## config.mk

```make
export PLATFORM = sky130hd
export DESIGN_NAME = jpeg_baseline_header_check
export DESIGN_NICKNAME = d
export VERILOG_FILES = /design/src/rtl/jbhc_pkg.sv /design/src/rtl/jpeg_baseline_header_check.sv
export SDC_FILE = /design/constraint.sdc
export NUM_CORES = 1
export LEC_CHECK = 0
export BUFFER_PORTS_ARGS = -buffer_cell sky130_fd_sc_hd__buf_2
export CORE_MARGIN = 8
export CORE_UTILIZATION = 33
export CTS_CLUSTER_DIAMETER = 80
export DETAILED_ROUTE_END_ITERATION = 8
export PLACE_DENSITY = 0.46
export SYNTH_ARGS = -nofsm -noshare
export SYNTH_HDL_FRONTEND = slang
export SYNTH_SLANG_ARGS = --single-unit
```

## constraint.sdc

```tcl
create_clock -name clock -period 11.8 [get_ports clock]
set_input_delay 1.18 -clock clock [delete_from_list [all_inputs] [get_ports clock]]
set_output_delay 1.18 -clock clock [all_outputs]
set_load 0.005 [all_outputs]
```

## src/rtl/jbhc_pkg.sv

```systemverilog
// Package for the JPEG baseline header checker: types, codes and helpers.
package jbhc_pkg;

   localparam int unsigned BYTE_WIDTH  = 8;
   localparam int unsigned DIM_WIDTH   = 16;
   localparam int unsigned CSR_IDX_W   = 1;
   localparam int unsigned FRAME_POS_W = 3;

   localparam logic [DIM_WIDTH-1:0] MAX_DIM_RESET = 16'd2048;

   // marker bytes
   localparam logic [7:0] MK_PREFIX = 8'hff;
   localparam logic [7:0] MK_SOI    = 8'hd8;
   localparam logic [7:0] MK_SOS    = 8'hda;
   localparam logic [7:0] MK_EOI    = 8'hd9;
   localparam logic [7:0] MK_SOF0   = 8'hc0;
   localparam logic [7:0] MK_NULL   = 8'h00;
   localparam logic [7:0] MK_SOF1   = 8'hc1;
   localparam logic [7:0] MK_SOF3   = 8'hc3;
   localparam logic [7:0] MK_SOF5   = 8'hc5;
   localparam logic [7:0] MK_SOF15  = 8'hcf;
   localparam logic [7:0] MK_JPG    = 8'hc8;
   localparam logic [7:0] MK_DAC    = 8'hcc;

   localparam logic [7:0] BASE_PRECISION = 8'd8;

   // frame header byte positions after the length
   localparam logic [FRAME_POS_W-1:0] FP_PRECISION = 3'd0;
   localparam logic [FRAME_POS_W-1:0] FP_HEIGHT_HI = 3'd1;
   localparam logic [FRAME_POS_W-1:0] FP_HEIGHT_LO = 3'd2;
   localparam logic [FRAME_POS_W-1:0] FP_WIDTH_HI  = 3'd3;
   localparam logic [FRAME_POS_W-1:0] FP_WIDTH_LO  = 3'd4;

   typedef enum logic [CSR_IDX_W-1:0] {
      CSR_MAX_WIDTH  = 1'b0,
      CSR_MAX_HEIGHT = 1'b1
   } csr_index_type;

   typedef enum logic [2:0] {
      PH_START0 = 3'd0,
      PH_START1 = 3'd1,
      PH_PREFIX = 3'd2,
      PH_MARKER = 3'd3,
      PH_LENHI  = 3'd4,
      PH_LENLO  = 3'd5,
      PH_SKIP   = 3'd6,
      PH_FRAME  = 3'd7
   } phase_type;

   typedef enum logic [2:0] {
      RSN_OK        = 3'd0,
      RSN_BAD_START = 3'd1,
      RSN_NO_FF     = 3'd2,
      RSN_FORBIDDEN = 3'd3,
      RSN_BAD_LEN   = 3'd4,
      RSN_BAD_SOF   = 3'd5,
      RSN_FRAME     = 3'd6,
      RSN_TRUNC     = 3'd7
   } reason_type;

   // SOF markers other than baseline that this checker refuses
   function automatic logic unsupported_sof(input logic [7:0] m);
      logic r;
      r = ((m >= MK_SOF1) && (m <= MK_SOF3)) ||
          ((m >= MK_SOF5) && (m <= MK_SOF15) && (m != MK_JPG) && (m != MK_DAC));
      return r;
   endfunction

endpackage

```

## src/rtl/jpeg_baseline_header_check.sv

```systemverilog
// JPEG baseline header checker: byte-wise marker walk and SOF0 frame check.
//
// Takes a JPEG file one byte per word on the req_ channel (req_last_byte marks
// the final byte) and gives one verdict word per file on the rsp_ channel:
// accepted, a reason code and, for ok and frame-check verdicts, the SOF0 width,
// height and component count (zero otherwise). The file must open with FF D8;
// marker segments are then walked, FF fill bytes skipped, ordinary segments
// skipped by length, and the first SOF0 header is checked against max_width
// and max_height (csr_ index 0 and 1, both 2048 after reset). The verdict
// comes at the deciding byte, or at the last byte (reason truncated) if none
// was reached; bytes after a verdict give nothing until the last byte, which
// rearms the checker for the next file. Rate: one byte per cycle while no
// byte waits on the result register; each byte is decided by single-pass
// logic between the input register and the result register, so rsp_valid
// is registered and rises once the deciding byte is processed.
// While a verdict word waits on rsp_ready, bytes that give no word keep
// flowing; only a byte that would give another verdict word waits in the
// input register, and req_ready drops with it. CSR writes are always taken
// and must be issued while idle.
module jpeg_baseline_header_check (
   input  logic                           clock,
   input  logic                           reset,
   // byte input
   input  logic                           req_valid,
   output logic                           req_ready,
   input  logic [jbhc_pkg::BYTE_WIDTH-1:0] req_data_byte,
   input  logic                           req_last_byte,
   // verdict output
   output logic                           rsp_valid,
   input  logic                           rsp_ready,
   output logic                           rsp_accepted,
   output logic [2:0]                     rsp_reason,
   output logic [jbhc_pkg::DIM_WIDTH-1:0] rsp_image_width,
   output logic [jbhc_pkg::DIM_WIDTH-1:0] rsp_image_height,
   output logic [jbhc_pkg::BYTE_WIDTH-1:0] rsp_component_count,
   // register writes
   input  logic                           csr_valid,
   output logic                           csr_ready,
   input  logic [jbhc_pkg::CSR_IDX_W-1:0] csr_index,
   input  logic [jbhc_pkg::DIM_WIDTH-1:0] csr_data
);
   import jbhc_pkg::*;

   // limit registers
   logic [DIM_WIDTH-1:0] max_width_ff, max_height_ff;

   // input register
   logic                  in_valid_ff, in_valid_in;
   logic [BYTE_WIDTH-1:0] byte_ff;
   logic                  last_ff;

   // parser state
   phase_type              phase_ff, phase_in;
   logic [7:0]             marker_ff, marker_in;
   logic [DIM_WIDTH-1:0]   seg_len_ff, seg_len_in;
   logic [DIM_WIDTH-1:0]   skip_ff, skip_in;
   logic [FRAME_POS_W-1:0] frame_pos_ff, frame_pos_in;
   logic [7:0]             precision_ff, precision_in;
   logic [DIM_WIDTH-1:0]   height_ff, height_in;
   logic [DIM_WIDTH-1:0]   width_ff, width_in;
   logic                   verdict_ff, verdict_in;

   // result register
   logic                   rsp_valid_ff;
   logic                   rsp_accepted_ff;
   reason_type             rsp_reason_ff;
   logic [DIM_WIDTH-1:0]   rsp_width_ff, rsp_height_ff;
   logic [BYTE_WIDTH-1:0]  rsp_count_ff;

   logic advance;    // result register can take a word
   logic res_cand;   // byte in the input register would give a verdict word
   logic proc;       // byte in the input register is processed this cycle
   logic decided;    // this byte settles the verdict
   reason_type why;
   logic result_out; // a verdict word is produced
   reason_type out_reason;
   logic echo;       // verdict carries frame fields

   logic [DIM_WIDTH-1:0] len_full;
   logic [9:0]           len_need;
   logic                 frame_ok;

   assign advance   = !rsp_valid_ff || rsp_ready;
   assign res_cand  = !verdict_ff && (decided || last_ff);
   // a byte that gives no word never waits on the result register
   assign proc      = in_valid_ff && (advance || !res_cand);
   assign req_ready = !in_valid_ff || proc;
   assign csr_ready = 1'b1;

   // ---------------------------------------------------------------- csr
   always_ff @(posedge clock) begin
      if (reset) begin
         max_width_ff  <= MAX_DIM_RESET;
         max_height_ff <= MAX_DIM_RESET;
      end else if (csr_valid) begin
         unique case (csr_index_type'(csr_index))
            CSR_MAX_WIDTH:  max_width_ff  <= csr_data;
            CSR_MAX_HEIGHT: max_height_ff <= csr_data;
         endcase
      end
   end

   // ---------------------------------------------------------------- input register
   assign in_valid_in = req_ready ? req_valid : in_valid_ff;

   always_ff @(posedge clock) begin
      if (reset) begin
         in_valid_ff <= 1'b0;
      end else begin
         in_valid_ff <= in_valid_in;
      end
   end

   always_ff @(posedge clock) begin
      if (req_valid && req_ready) begin
         byte_ff <= req_data_byte;
         last_ff <= req_last_byte;
      end
   end

   // ---------------------------------------------------------------- decode helpers
   assign len_full = {seg_len_ff[15:8], byte_ff};
   // 8 + 3 * component count
   assign len_need = 10'd8 + {2'b00, byte_ff} + {1'b0, byte_ff, 1'b0};
   assign frame_ok = (precision_ff == BASE_PRECISION) &&
                     (width_ff != '0) && (width_ff <= max_width_ff) &&
                     (height_ff != '0) && (height_ff <= max_height_ff) &&
                     ((byte_ff == 8'd1) || (byte_ff == 8'd3)) &&
                     (seg_len_ff == {6'd0, len_need});

   // ---------------------------------------------------------------- next phase
   always_comb begin
      phase_in = phase_ff;
      unique case (phase_ff)
         PH_START0: phase_in = PH_START1;
         PH_START1: phase_in = PH_PREFIX;
         PH_PREFIX: phase_in = PH_MARKER;
         PH_MARKER: if (byte_ff != MK_PREFIX) begin
            phase_in = PH_LENHI;
         end
         PH_LENHI:  phase_in = PH_LENLO;
         PH_LENLO: begin
            if (marker_ff == MK_SOF0) begin
               phase_in = PH_FRAME;
            end else if (len_full == 16'd2) begin
               phase_in = PH_PREFIX;
            end else begin
               phase_in = PH_SKIP;
            end
         end
         PH_SKIP: if (skip_ff == 16'd1) begin
            phase_in = PH_PREFIX;
         end
         PH_FRAME:  phase_in = PH_FRAME;
      endcase
      // a deciding byte leaves phase unused until the file ends
      if (!proc || verdict_ff) begin
         phase_in = phase_ff;
      end
      if (proc && last_ff) begin
         phase_in = PH_START0;
      end
   end

   // ---------------------------------------------------------------- datapath / verdict
   always_comb begin
      marker_in    = marker_ff;
      seg_len_in   = seg_len_ff;
      skip_in      = skip_ff;
      frame_pos_in = frame_pos_ff;
      precision_in = precision_ff;
      height_in    = height_ff;
      width_in     = width_ff;
      decided      = 1'b0;
      why          = RSN_OK;

      unique case (phase_ff)
         PH_START0: if (byte_ff != MK_PREFIX) begin
            decided = 1'b1;
            why     = RSN_BAD_START;
         end
         PH_START1: if (byte_ff != MK_SOI) begin
            decided = 1'b1;
            why     = RSN_BAD_START;
         end
         PH_PREFIX: if (byte_ff != MK_PREFIX) begin
            decided = 1'b1;
            why     = RSN_NO_FF;
         end
         PH_MARKER: begin
            if ((byte_ff == MK_NULL) || (byte_ff == MK_SOS) || (byte_ff == MK_EOI)) begin
               decided = 1'b1;
               why     = RSN_FORBIDDEN;
            end
            marker_in = byte_ff;
         end
         PH_LENHI:  seg_len_in = {byte_ff, 8'h00};
         PH_LENLO: begin
            seg_len_in   = len_full;
            skip_in      = len_full - 16'd2;
            frame_pos_in = FP_PRECISION;
            priority if (len_full < 16'd2) begin
               decided = 1'b1;
               why     = RSN_BAD_LEN;
            end else if (marker_ff == MK_SOF0 && len_full < 16'd8) begin
               decided = 1'b1;
               why     = RSN_BAD_LEN;
            end else if (marker_ff != MK_SOF0 && unsupported_sof(marker_ff)) begin
               decided = 1'b1;
               why     = RSN_BAD_SOF;
            end
         end
         PH_SKIP:   skip_in = skip_ff - 16'd1;
         PH_FRAME: begin
            frame_pos_in = frame_pos_ff + 3'd1;
            unique case (frame_pos_ff)
               FP_PRECISION: precision_in = byte_ff;
               FP_HEIGHT_HI: height_in    = {byte_ff, 8'h00};
               FP_HEIGHT_LO: height_in    = {height_ff[15:8], byte_ff};
               FP_WIDTH_HI:  width_in     = {byte_ff, 8'h00};
               FP_WIDTH_LO:  width_in     = {width_ff[15:8], byte_ff};
               default: begin
                  decided = 1'b1;
                  why     = frame_ok ? RSN_OK : RSN_FRAME;
               end
            endcase
         end
      endcase
   end

   // verdict word: deciding byte first, else truncation at the last byte
   assign result_out = proc && res_cand;
   assign out_reason = decided ? why : RSN_TRUNC;
   assign echo       = decided && ((why == RSN_OK) || (why == RSN_FRAME));
   assign verdict_in = (proc && last_ff) ? 1'b0 : (verdict_ff || result_out);

   always_ff @(posedge clock) begin
      if (reset) begin
         phase_ff   <= PH_START0;
         verdict_ff <= 1'b0;
      end else begin
         phase_ff   <= phase_in;
         verdict_ff <= verdict_in;
      end
   end

   always_ff @(posedge clock) begin
      if (proc && !verdict_ff) begin
         marker_ff    <= marker_in;
         seg_len_ff   <= seg_len_in;
         skip_ff      <= skip_in;
         frame_pos_ff <= frame_pos_in;
         precision_ff <= precision_in;
         height_ff    <= height_in;
         width_ff     <= width_in;
      end
   end

   // ---------------------------------------------------------------- result register
   always_ff @(posedge clock) begin
      if (reset) begin
         rsp_valid_ff <= 1'b0;
      end else if (advance) begin
         rsp_valid_ff <= result_out;
      end
   end

   always_ff @(posedge clock) begin
      if (advance && result_out) begin
         rsp_accepted_ff <= decided && (why == RSN_OK);
         rsp_reason_ff   <= out_reason;
         rsp_width_ff    <= echo ? width_ff  : '0;
         rsp_height_ff   <= echo ? height_ff : '0;
         rsp_count_ff    <= echo ? byte_ff   : '0;
      end
   end

   assign rsp_valid           = rsp_valid_ff;
   assign rsp_accepted        = rsp_accepted_ff;
   assign rsp_reason          = rsp_reason_ff;
   assign rsp_image_width     = rsp_width_ff;
   assign rsp_image_height    = rsp_height_ff;
   assign rsp_component_count = rsp_count_ff;

   // ---------------------------------------------------------------- assertions
   // no second verdict for a file
   a_one_verdict: assert property (@(posedge clock) disable iff (reset)
      (proc && verdict_ff) |-> !result_out)
      else $error("verdict produced twice for one file");

   // a stalled input byte is neither dropped nor altered
   a_input_hold: assert property (@(posedge clock) disable iff (reset)
      (in_valid_ff && !proc) |=> (in_valid_ff && $stable(byte_ff) && $stable(last_ff)))
      else $error("input byte lost while stalled");

   // last byte rearms the checker
   a_rearm: assert property (@(posedge clock) disable iff (reset)
      (proc && last_ff) |=> (phase_ff == PH_START0 && !verdict_ff))
      else $error("checker not rearmed after last byte");

   // only ok and frame verdicts echo frame fields; accepted only for ok
   a_echo: assert property (@(posedge clock) disable iff (reset)
      (rsp_valid && rsp_reason != RSN_OK && rsp_reason != RSN_FRAME) |->
      (!rsp_accepted && rsp_image_width == '0 && rsp_image_height == '0 &&
       rsp_component_count == '0))
      else $error("frame fields echoed on a marker-level verdict");

endmodule
```

# Word-level counts from Yosys, hierarchy flattened
# Cells that the tools add are included.
# totals
output_inout_bits	47
ram_bits	0
inputBits	31
latch_bits	0
romBits	0
word_cells	161
register_bits	174
mem_count	0
# classes
n_eq_ne	28
shift	0
mul	0
n_div	0
mux	28
reduce_logical	64
n_bitwise	5
addsub	5
order_cmp	8
# op_table
operator	n
16-bit case mux with 2 select lines	4
8-bit inequality test (second input constant)	5
16-bit <= comparator	2
16-bit nonzero test	2
3-bit 2-to-1 mux	9
8-bit == test (second input constant)	3
3-bit case mux with 8 select lines	1
1-bit logical AND	21
3-bit == test (second input constant)	6
3-bit case mux with 6 select lines	1
16-bit by 1-bit == test with 1-bit output (second input constant)	1
16-bit by 10-bit == test with 1-bit output	1
16-bit by 2-bit == test with 1-bit output (second input constant)	1
8-bit >= comparator (second input constant)	2
8-bit <= comparator (second input constant)	2
16-bit by 2-bit < comparator with 1-bit output (second input constant)	1
16-bit by 4-bit < comparator with 1-bit output (second input constant)	1
16-bit by 1-bit subtractor with 16-bit output (second input constant)	1
16-bit by 2-bit subtractor with 16-bit output (second input constant)	1
3-bit AND reduction	5
3-bit by 2-bit == test with 1-bit output (second input constant)	4
2-bit AND reduction	6
1-bit logical OR	11
9-bit by 9-bit adder with 10-bit output	1
19 further kinds	46

# Logic depth before layout (Yosys ltp)
# Gate-level depths: netlist of the first run.
# depth
depth_word	19
depth_mapped	12

# Worst setup path after synthesis of the first run
# OpenSTA, ideal clock, no wires.
# synth_path
path_type	register -> register
start	register byte_ff[3]
end	register rsp_accepted_ff (netlist: rsp_accepted), enable pin
stages_incl_launch_ff	9
setup_slack_ns	7.471
path_buffers	0
period_less_slack_ns	4.329
t_required_ns	11.353
arrival_ns	3.882
setup_ns	0.447
path_cell_list	edfxtp_1 > inv_1 > ha_1 > a21bo_2 > a21oi_1 > o2111ai_1 > and4bb_4 > nand2b_1 > nor2_1
# synth_between
elab_chain_len	12
word_cells_on_any_way	23
# synth_rtl
element	line	rtl
start: declaration	jpeg_baseline_header_check.sv:49	logic [BYTE_WIDTH-1:0] byte_ff;
start signal: assignment	jpeg_baseline_header_check.sv:116	byte_ff <= req_data_byte;
16-bit by 4-bit < comparator with 1-bit output (tied with other cells)	jpeg_baseline_header_check.sv:205	end else if (marker_ff == MK_SOF0 && len_full < 16'd8) begin
1-bit logical AND or 1-bit logical OR (tied branches)	jpeg_baseline_header_check.sv:205, jpeg_baseline_header_check.sv:191	
1-bit 2-to-1 mux or 1-bit logical OR (tied branches)	jpeg_baseline_header_check.sv:205, jpeg_baseline_header_check.sv:191	
1-bit 2-to-1 mux (on tied branches)	jpeg_baseline_header_check.sv:202, jpeg_baseline_header_check.sv:191	
1-bit case mux with 5 select lines (*)	jpeg_baseline_header_check.sv:177	unique case (phase_ff)
1-bit logical OR (*)	jpeg_baseline_header_check.sv:84	assign res_cand = !verdict_ff && (decided || last_ff);
1-bit logical AND (*)	jpeg_baseline_header_check.sv:84	
1-bit zero test	jpeg_baseline_header_check.sv:86	assign proc = in_valid_ff && (advance || !res_cand);
1-bit logical OR	jpeg_baseline_header_check.sv:86	
1-bit logical AND	jpeg_baseline_header_check.sv:86	
1-bit logical AND (*)	jpeg_baseline_header_check.sv:232	assign result_out = proc && res_cand;
1-bit logical AND (*)	jpeg_baseline_header_check.sv:269	if (advance && result_out) begin
end signal: assignment	jpeg_baseline_header_check.sv:270	rsp_accepted_ff <= decided && (why == RSN_OK);
end: declaration	jpeg_baseline_header_check.sv:65	logic rsp_accepted_ff;
# Mark *: on every way between the ends. The rest lies on a longest branch, timed or not.
# A chain may end at the register's enable or synchronous reset.

# Final worst setup path of the first run
# layout_path
start	register byte_ff[3]
end	output req_ready
# layout_between
elab_chain_len	11
word_cells_on_any_way	22
# layout_rtl
element	line	rtl
16-bit by 4-bit < comparator with 1-bit output (tied with other cells)	jpeg_baseline_header_check.sv:205	
1-bit logical AND or 1-bit logical OR (tied branches)	jpeg_baseline_header_check.sv:205, jpeg_baseline_header_check.sv:191	
1-bit 2-to-1 mux or 1-bit logical OR (tied branches)	jpeg_baseline_header_check.sv:205, jpeg_baseline_header_check.sv:191	
1-bit 2-to-1 mux (on tied branches)	jpeg_baseline_header_check.sv:202, jpeg_baseline_header_check.sv:191	
1-bit case mux with 5 select lines (*)	jpeg_baseline_header_check.sv:177	
1-bit logical OR (*)	jpeg_baseline_header_check.sv:84	
1-bit logical AND (*)	jpeg_baseline_header_check.sv:84	
1-bit zero test (*)	jpeg_baseline_header_check.sv:86	
1-bit logical OR (*)	jpeg_baseline_header_check.sv:86	
1-bit logical AND (*)	jpeg_baseline_header_check.sv:86	
1-bit logical OR (*)	jpeg_baseline_header_check.sv:87	assign req_ready = !in_valid_ff || proc;
end: declaration	jpeg_baseline_header_check.sv:25	output logic req_ready,
# Marked as above.

==> flow_metrics.tcl, run 1 <==
set metrics [dict create \
    setup_viol_count_final 0 \
    drive_above_1_share_pct 14.6 \
    grt_use_met3_pct 2.37 \
    worst-path-max-fanout 9 \
    fin_nets 971 \
    layout_setup_ws_ns 7.32 \
    hold_viol_final 0 \
    cts_buffers 17 \
    cts.sinks 174 \
    path_class "register to output port" \
    outcome "completed" \
    via_per_inst 4.96 \
    busiest_layer "met2" \
    synth_ff_type "edfxtp_1" \
    ant_nets 0 \
    grt_pass1_wl_um 35300 \
    powerDensity_mw_per_mm2 135 \
    io_pins 78 \
    syn2layout_area_growth_pct 15.1 \
    syn_nets 898 \
    start_util_pct 33.5 \
    p_leak_nw 3.71 \
    ir_drop_mv 0.0716 \
    synth_area_mm2 0.00870 \
    antenna_found_initial 1 \
    finalMaxSlewViolations 0 \
    totalWireLength_um 22600 \
    diodes 0 \
    finalSetupTns_ns 0 \
    routabilityCongestion 0.832 \
    yosysSeqAreaShare_pct 55.7 \
    min_period_ns 4.48 \
    num_vias 6050 \
    fp.dieW_um 178 \
    hold_buffers 0 \
    grtUsageMet1_pct 20.6 \
    clk_pin_slew_ns 0.07 \
    cap_violations 0 \
    async_flop_share_pct 0 \
    grt_pass1_vias 6072 \
    port_buffers 76 \
    yosys_warnings 0 \
    syn_inst 799 \
    end_kind "output port" \
    coreArea_mm2 0.0260 \
    ctsResizeCount 0 \
    die_h_um 178 \
    first_iter_violations 433 \
    die_area_mm2 0.0318 \
    grt_max_degree 46 \
    slew-limit-headroom_pct 27.0 \
    synth_edf_count 136 \
    post-cts-setup-buffers 0 \
    synth_cell_types 67 \
    crit_required_ns 10.62 \
    skew_ns 0.0108 \
    worstPathArrival_ns 3.30 \
    worstMarginPinSlew_ns 1.09 \
    syn_avg_cell_area_um2 10.9 \
    drcViolationCount 0 \
    cts_max_path_buffers 2 \
    ys_seq_elements 174 \
    dp_hpwl_um 16600 \
    critPathLaunchType "register" \
    post-route-period-util_pct 37.9 \
    fmax_mhz 223 \
    cts-root-buf "clkbuf_16" \
    grt_overflow 0 \
    gr-usage-met2_pct 22.5 \
    rows 59 \
    place_ws_ns 7.70 \
    rsz0062_at_grt "false" \
    worstSkewPairLatency_ns 0.43 \
    htree_levels 4 \
    avgRoutedWirePerCell_um 18.5 \
    drt_first_pass_iters 5 \
    hold_path_class "register to register" \
    grt_usage_pct 14.6 \
    cts_tree "yes" \
    fill_cells 2606 \
]
## synthesized netlist by cell type, drive strengths merged, types with 3 or more instances
master     n  share of area (%)
nand3     14               0.81
nand2b     8               0.66
or3        3               0.22
and2      42                3.0
o211ai     5               0.49
edfxtp   136                 47
nand4     13                1.0
dfxtp     38                8.7
nor2      65                2.8
nor2b      4               0.29
and3       3               0.22
o21ai     16               0.96
nor4b      4               0.65
nand2     97                4.2
clkbuf    21               0.91
inv       53                2.3
buf        5               0.35
nor3      20                1.2
a21oi     78                4.5
ha        67                9.6
xnor2     20                2.0
o2111ai    4               0.40
a21o       5               0.43
xor2      18                1.8
nor4      21                1.5
## state kept, by name, indices dropped and copies added, names as in the netlist
name and count:
max_height_ff 16, seg_len_ff 16, rsp_valid 1, rsp_reason 3, rsp_accepted 1, rsp_image_height 16
height_ff 16, skip_ff 16, max_width_ff 16, width_ff 16, byte_ff 8, marker_ff 8
precision_ff 8, frame_pos_ff 3, phase_ff 3, last_ff 1, verdict_ff 1, in_valid_ff 1
rsp_component_count 8, rsp_image_width 16
## worst max-delay path, stage by stage, from the launching register on
cell and delay, ns:
edfxtp_1 0.62, inv_1 0.31, ha_1 0.31, a21bo_2 0.25, a21oi_1 0.33, o2111ai_1 0.22
and4bb_4 0.30, nand2b_1 0.22, nand2b_4 0.18, buf_2 0.14
## final timing paths
check	from	depth (start not counted)	slack, ns	to
setup / recovery	byte_ff[3]$_DFFE_PP_	9	7.32	req_ready
hold / removal	max_height_ff[9]$_SDFFE_PP0P_	2	0.46	max_height_ff[9]$_SDFFE_PP0P_
setup reg to reg	byte_ff[1]$_DFFE_PP_	12	7.63	rsp_reason[1]$_SDFFCE_PN1P_
hold reg to reg	max_height_ff[9]$_SDFFE_PP0P_	2	0.46	max_height_ff[9]$_SDFFE_PP0P_
## report_power, final
| part | total [W] | internal [W] | switching (W) | leakage, nW |
|---|---|---|---|---|
| logic | 0.000100 | 0.0000391 | 0.0000610 | 1.85 |
| registers | 0.000683 | 0.000673 | 0.0000104 | 1.56 |
| clock network | 0.000565 | 0.000309 | 0.000256 | 0.295 |
## cell type report
type,count,area (µm²),area share (%)
Clock buffer,19,455,4.55
Timing Repair Buffer,80,410,4.10
Tap cell,335,419,4.19
Clock inverter,13,121,1.21
Sequential cell,174,4840,48.4
Inverter,55,206,2.06
Multi-Input combinational cell,544,3560,35.5
## routing by layer
layer / routed length [µm] / up-vias / share of wire, %
li1: - / 2975 / -
met1: 11100 / 2917 / 49
met2: 10200 / 130 / 45
met3: 901 / 26 / 4.0
met4: 335 / 2 / 1.5
met5: 10 / - / 0.044
## cell families after synthesis
logic type	share of synthesized area, %
compound gates	8.92
simple gates	17.9
xor+xnor	3.83
fa+ha+maj	9.86
mux	0.115
buf+inv	3.62
flops	55.7
other cells	0.0431
## placed cells by master (no fill, tap or decap), types with 7 or more instances in the layout
master / instances
clkbuf_16: 18
nand4_1: 12
inv_1: 53
nor2_1: 64
nor3_1: 19
xnor2_1: 20
nand2_1: 96
dfxtp_1: 38
xor2_1: 18
o21ai_0: 15
ha_1: 67
nand2b_1: 7
nand3_1: 14
edfxtp_1: 136
buf_2: 76
a21oi_1: 78
and2_1: 42
nor4_1: 21
## stage by stage
stage	util [%]	cells	instance area (µm²)	power, W	hold WS, ns
floorplan	-	799	8700	0.000759	0.436
detailed placement	36.3	1188	9440	0.000797	0.448
global placement	36.3	1188	9440	0.000797	0.444
global route	38.5	1220	10000	0.00140	0.473
finish	38.5	1220	10000	0.00135	0.456
CTS	38.5	1220	10000	0.00136	0.458
No activity file was read; power rests on OpenSTA's default activity.
==> inputs of run 2 (changes only) <==
--- a/config.mk
+++ b/config.mk
@@ -5,6 +5,7 @@
 export SDC_FILE = /design/constraint.sdc
 export NUM_CORES = 1
 export LEC_CHECK = 0
+export ABC_AREA = 1
 export BUFFER_PORTS_ARGS = -buffer_cell sky130_fd_sc_hd__buf_2
 export CORE_MARGIN = 8
 export CORE_UTILIZATION = 33
==> constraint.sdc (replaced) <==
create_clock -name clock -period 4.4 [get_ports clock]
set_input_delay 0.44 -clock clock [delete_from_list [all_inputs] [get_ports clock]]
set_output_delay 0.44 -clock clock [all_outputs]
set_load 0.005 [all_outputs]
==> flow_metrics.tcl, run 2 <==
set metrics [dict create \
    outcome "completed" \
    htree_levels 4 \
    clk_pin_slew_ns 0.07 \
    netlist.area_leader.share_pct 45.7 \
    cap_violations 0 \
    syn_nets 1056 \
    coreArea_mm2 0.0268 \
    synth_edf_count 136 \
    syn2layout_area_growth_pct 15.3 \
    min_period_ns 3.53 \
    yosysSeqAreaShare_pct 54.2 \
    drt_first_pass_iters 5 \
    grt_usage_pct 14.3 \
    end_kind "register" \
    holdPathEnd "byte_ff[1]$_DFFE_PP_" \
    die_area_mm2 0.0326 \
    worst-path-max-fanout 29 \
    slew-limit-headroom_pct 37.1 \
    path_cells "clkinv_1 -> ha_1 -> nor2_1 -> o21ai_0 -> nand2_1 -> nand2_2 -> nor2_4 -> nand3_4 -> nand2_4 -> nand3_4 -> inv_2 -> nand2_2 -> inv_2 -> buf_4" \
    via_per_inst 4.67 \
    cts_buffers 17 \
    fill_cells 2730 \
    cts.sinks 174 \
    synth_area_mm2 0.00894 \
    fp.dieW_um 181 \
    synth.most_common_cell "nor2_1" \
    diodes 0 \
    routabilityCongestion 0.860 \
    drive_above_1_share_pct 14.1 \
    regToRegEndpoint "rsp_image_height[8]$_SDFFCE_PN0P_" \
    die_h_um 181 \
    port_buffers 76 \
    post-route-period-util_pct 80.3 \
    crit_required_ns 4.53 \
    skew_ns 0.0313 \
    async_flop_share_pct 0 \
    cpPeakStageDelay_ns 0.57 \
    worstPathArrival_ns 3.67 \
    path_class "register to register" \
    worstSkewPairLatency_ns 0.45 \
    rr_worst_depth 14 \
    hold_viol_final 0 \
    drcViolationCount 0 \
    final_cell_mix "nor2_1 (159), nand2_1 (145), inv_1 (141)" \
    cts_max_path_buffers 2 \
    rsz0062_at_grt "false" \
    synth_top_area_cell "edfxtp_1" \
    whs_path_depth 1 \
    ant_nets 0 \
    ys_seq_elements 174 \
    cts_tree "yes" \
    synth_ff_type "edfxtp_1" \
    setup_viol_count_final 0 \
    critPathLaunchType "register" \
    hp-start "req_data_byte[1]" \
    finalMaxSlewViolations 0 \
    grt_max_degree 41 \
    r2r_slack_ns 0.87 \
    totalWireLength_um 23200 \
    yosys-top-cells-count "nor2_1 (159), nand2_1 (145), inv_1 (142), edfxtp_1 (136), ha_1 (67)" \
    final_common_cell "nor2_1" \
    p_leak_nw 4.42 \
    synth_cell_types 46 \
    worstMarginPinSlew_ns 0.943 \
    rows 60 \
    powerDensity_mw_per_mm2 354 \
    ir_drop_mv 0.209 \
    start_util_pct 33.4 \
    yosys_warnings 0 \
    finalSetupTns_ns 0 \
    syn_avg_cell_area_um2 9.34 \
    grt_pass1_wl_um 36100 \
    cpMaxStageDelayCell "edfxtp_1" \
    final_cell_area_mm2 0.0103 \
    fmax_mhz 283 \
    hold_buffers 0 \
    ctsResizeCount 0 \
    first_iter_violations 332 \
    io_pins 78 \
    num_vias 6527 \
    cts-root-buf "clkbuf_16" \
    post-cts-setup-buffers 0 \
    synth_area_leaders "edfxtp_1 (46%), ha_1 (9.4%), dfxtp_1 (8.5%)" \
    antenna_found_initial 0 \
    grt_overflow 0 \
    avgRoutedWirePerCell_um 16.6 \
    hold_path_class "primary input to register" \
    placed_area_mm2 0.00974 \
    fin_nets 1142 \
    r2r-start "byte_ff[1]$_DFFE_PP_" \
    syn_inst 957 \
    grt_pass1_vias 6560 \
    dp_hpwl_um 17800 \
]
## run 2: changes by cell type after synthesis, moves of 17 or more
cell,delta
nand2_1,+49
nand3_1,+17
o21ai_0,+35
nor4_1,-18
a21oi_1,-19
inv_1,+89
and2_1,-42
nor2_1,+94
## run 2: layer usage
layer / wire length [µm] / GRT usage [%] / up-vias
met3: 707 / 2.56 / 19
met5: 0 / 0 / -
met4: 339 / 4.30 / 0
met1: 10800 / 17.8 / 3049
li1: - / - / 3324
met2: 11400 / 24.8 / 135
## run 2: cell families after synthesis
| family | count (synthesis) | share of synthesized area, % |
|---|---|---|
| AOI/OAI and AO/OA | 131 | 7.82 |
| DFF | 174 | 54.2 |
| other | 1 | 0.0419 |
| buffers and inverters | 174 | 7.40 |
| and+or+nand+nor | 392 | 19.3 |
| xor gates and xnor gates | 17 | 1.67 |
| adders and majority gates | 68 | 9.60 |
## run 2: worst max path at each step
stage                          from                                end  slack, ns  cells after the start
2_1_floorplan  byte_ff[3]$_DFFE_PP_             rsp_accepted$_DFFE_PP_       1.27                     16
4_1_cts        byte_ff[1]$_DFFE_PP_  rsp_image_height[2]$_SDFFCE_PN0P_       0.85                     14
6_report       byte_ff[1]$_DFFE_PP_  rsp_image_height[8]$_SDFFCE_PN0P_       0.87                     14
3_3_place_gp   byte_ff[1]$_DFFE_PP_  rsp_image_height[0]$_SDFFCE_PN0P_       0.94                     14
3_5_place_dp   byte_ff[1]$_DFFE_PP_  rsp_image_height[2]$_SDFFCE_PN0P_       0.87                     14
5_1_grt        byte_ff[1]$_DFFE_PP_  rsp_image_height[2]$_SDFFCE_PN0P_       0.58                     14
## run 2: per-stage QoR
step | hold slack (ns) | std cells | setup slack (ns) | utilization (%) | total power [W]
final | 0.164 | 1397 | 0.867 | 38.5 | 0.00365
after global routing | 0.157 | 1397 | 0.581 | 38.5 | 0.00379
after CTS | 0.155 | 1397 | 0.846 | 38.5 | 0.00370
after detailed placement | 0.461 | 1365 | 0.872 | 36.4 | 0.00223
after global placement | 0.458 | 1365 | 0.944 | 36.4 | 0.00222
after floorplan | 0.435 | 957 | 1.27 | - | 0.00210
## run 2: area by class of cell
| class | instances | area [µm²] | area share [%] |
|---|---|---|---|
| Multi-Input combinational cell | 609 | 3430 | 33.3 |
| Clock inverter | 13 | 101 | 0.983 |
| Sequential cell | 174 | 4840 | 47.0 |
| Timing Repair Buffer | 86 | 455 | 4.42 |
| Inverter | 155 | 582 | 5.64 |
| Clock buffer | 19 | 464 | 4.50 |
| Tap cell | 341 | 427 | 4.14 |
## run 2: power by group
group          leakage, nW  total (W)  switching, W  internal (W)
Sequential            1.55    0.00185     0.0000314       0.00182
Clock                0.280    0.00147      0.000685      0.000781
Combinational         2.59   0.000332      0.000213      0.000119
Total                 4.42    0.00365      0.000929       0.00272
## run 2: worst max-delay path: cells and delay by family (launching register included)
kind / cells / cell delay [ns]
flip-flops: 1 / 0.57
buffers and inverters: 4 / 1.35
adder cells (fa/ha/maj): 1 / 0.34
AND/OR/NAND/NOR: 8 / 0.81
AO/OA/AOI/OAI: 1 / 0.11
==> inputs of run 3 (changes only) <==
--- a/config.mk
+++ b/config.mk
@@ -5,13 +5,13 @@
 export SDC_FILE = /design/constraint.sdc
 export NUM_CORES = 1
 export LEC_CHECK = 0
-export ABC_AREA = 1
+export ABC_AREA = 0
 export BUFFER_PORTS_ARGS = -buffer_cell sky130_fd_sc_hd__buf_2
 export CORE_MARGIN = 8
 export CORE_UTILIZATION = 33
 export CTS_CLUSTER_DIAMETER = 80
 export DETAILED_ROUTE_END_ITERATION = 8
-export PLACE_DENSITY = 0.46
+export PLACE_DENSITY = 0.48
 export SYNTH_ARGS = -nofsm -noshare
 export SYNTH_HDL_FRONTEND = slang
 export SYNTH_SLANG_ARGS = --single-unit
==> constraint.sdc (replaced) <==
create_clock -name clock -period 2.9 [get_ports clock]
set_input_delay 0.29 -clock clock [delete_from_list [all_inputs] [get_ports clock]]
set_output_delay 0.29 -clock clock [all_outputs]
set_load 0.005 [all_outputs]
==> flow_metrics.tcl, run 3 (synthesized netlist as in run 1, its figures left out) <==
set metrics [dict create \
    rsz0062_at_grt "true" \
    path_cells "ha_2 -> buf_6 -> nand4_4 -> a22o_1 -> or3_4 -> and4bb_4 -> buf_6 -> nand2b_4 -> nand2b_4 -> buf_6 -> buf_6" \
    drcViolationCount 0 \
    setup_viol_count_final 35 \
    final_common_cell "edfxtp_1" \
    ant_nets 0 \
    die_area_mm2 0.0318 \
    outcome "complete, but fails checks" \
    cts_tree "yes" \
    powerDensity_mw_per_mm2 520 \
    io_pins 78 \
    path_common_cell "buf_6" \
    p_leak_nw 4.24 \
    port_buffers 76 \
    endpoint "req_ready" \
    dp_hpwl_um 17500 \
    htree_levels 4 \
    skew_ns 0.0118 \
    crit_required_ns 2.61 \
    regArea_mm2 0.00484 \
    first_iter_violations 372 \
    routabilityCongestion 0.841 \
    final_cell_area_mm2 0.0111 \
    antenna_found_initial 0 \
    violations "setup timing" \
    cts_buffers 17 \
    fin_nets 1068 \
    path_class "register to output port" \
    worstPathArrival_ns 2.87 \
    cts.sinks 174 \
    fmax_mhz 317 \
    multi_input_area_mm2 0.00373 \
    grt_overflow 0 \
    final_cell_mix "edfxtp_1 (136), nand2_1 (96), buf_4 (84)" \
    finalSetupTns_ns -1.67 \
    startpoint "byte_ff[1]$_DFFE_PP_" \
    clk_pin_slew_ns 0.07 \
    grt_pass1_wl_um 36100 \
    place_ws_ns -0.225 \
    grtUsageMet1_pct 20.7 \
    r2r_slack_ns -0.16 \
    coreArea_mm2 0.0260 \
    cpMaxStageDelayCell "edfxtp_1" \
    grt_usage_pct 15.0 \
    min_period_ns 3.16 \
    start_util_pct 33.5 \
    hold_path_class "primary input to register" \
    layout_setup_ws_ns -0.260 \
    syn2layout_area_growth_pct 27.3 \
    cts_max_path_buffers 2 \
    finalMaxSlewViolations 0 \
    ir_drop_mv 0.351 \
    fp.dieW_um 178 \
    cts-root-buf "clkbuf_16" \
    rr_worst_depth 10 \
    regToRegEndpoint "rsp_reason[1]$_SDFFCE_PN1P_" \
    grt_use_met3_pct 2.56 \
    hold_viol_final 0 \
    drt_first_pass_iters 4 \
    drive_above_1_share_pct 26.1 \
    slew-limit-headroom_pct 57.6 \
    busiest_layer "met2" \
    grt_max_degree 44 \
    placed_area_mm2 0.0102 \
    avgRoutedWirePerCell_um 17.6 \
    cap_violations 0 \
    grt_pass1_vias 6324 \
    totalWireLength_um 23200 \
    end_kind "output port" \
    r2r-start "byte_ff[1]$_DFFE_PP_" \
    fill_cells 2529 \
    worst-path-max-fanout 4 \
    hp-start "req_data_byte[3]" \
    via_per_inst 4.76 \
    post-route-period-util_pct 109 \
    cpPeakStageDelay_ns 0.48 \
    rows 59 \
    gr-usage-met2_pct 23.2 \
    diodes 0 \
    worstSkewPairLatency_ns 0.43 \
    die_h_um 178 \
    num_vias 6267 \
    critPathLaunchType "register" \
    worstMarginPinSlew_ns 0.635 \
]
==> run 3: cell type report <==
cell class | count | area share (%)
Tap cell | 335 | 3.78
Clock buffer | 22 | 4.48
Timing Repair Buffer | 177 | 11.3
Clock inverter | 10 | 1.08
Sequential cell | 174 | 43.7
Inverter | 55 | 1.91
Multi-Input combinational cell | 544 | 33.7
==> run 3: worst min path at each step <==
stage / endpoint / cells past startpoint
after floorplan: byte_ff[0]$_DFFE_PP_ / 0
after global placement: max_width_ff[6]$_SDFFE_PP0P_ / 2
after detailed placement: max_width_ff[4]$_SDFFE_PP0P_ / 2
after CTS: byte_ff[3]$_DFFE_PP_ / 1
after global routing: byte_ff[0]$_DFFE_PP_ / 1
final: byte_ff[3]$_DFFE_PP_ / 1
==> run 3: routing by layer <==
layer  wire length [µm]  vias to the layer above
li1                   -                     3171
met1              11300                     2981
met2              10700                      100
met3                879                       15
met4                310                        0
met5                  0                        -
==> run 3: through the flow <==
step                total power, W  hold WS, ns  util, %  cells
floorplan                  0.00310        0.389        -    799
global placement           0.00335        0.445     39.4   1276
detailed placement         0.00336        0.447     39.4   1276
CTS                        0.00580       0.0179     42.3   1314
global route               0.00597       0.0165     42.6   1317
finish                     0.00576       0.0328     42.6   1317
==> run 3: timing repair <==
| action | CTS | global route |
|---|---|---|
| hold buffers | 0 | 0 |
| pin swaps | 6 | 8 |
| resized for setup | 21 | 12 |
| buffers inserted | 6 | 3 |
| setup endpoints to repair | 45 | 78 |
==> run 3: power breakdown <==
part / internal (W) / switching [W] / total (W)
registers: 0.00274 / 0.0000299 / 0.00277
logic: 0.000263 / 0.000303 / 0.000566
clock network: 0.00141 / 0.00102 / 0.00242
==> run 3: worst max-delay path, delay by kind of cell (launching register included) <==
| family | cells | cell delay (ns) |
|---|---|---|
| and+or+nand+nor | 5 | 1.09 |
| DFF | 1 | 0.48 |
| buffers and inverters | 4 | 0.37 |
| AOI/OAI and AO/OA | 1 | 0.25 |
| adders and majority gates | 1 | 0.24 |
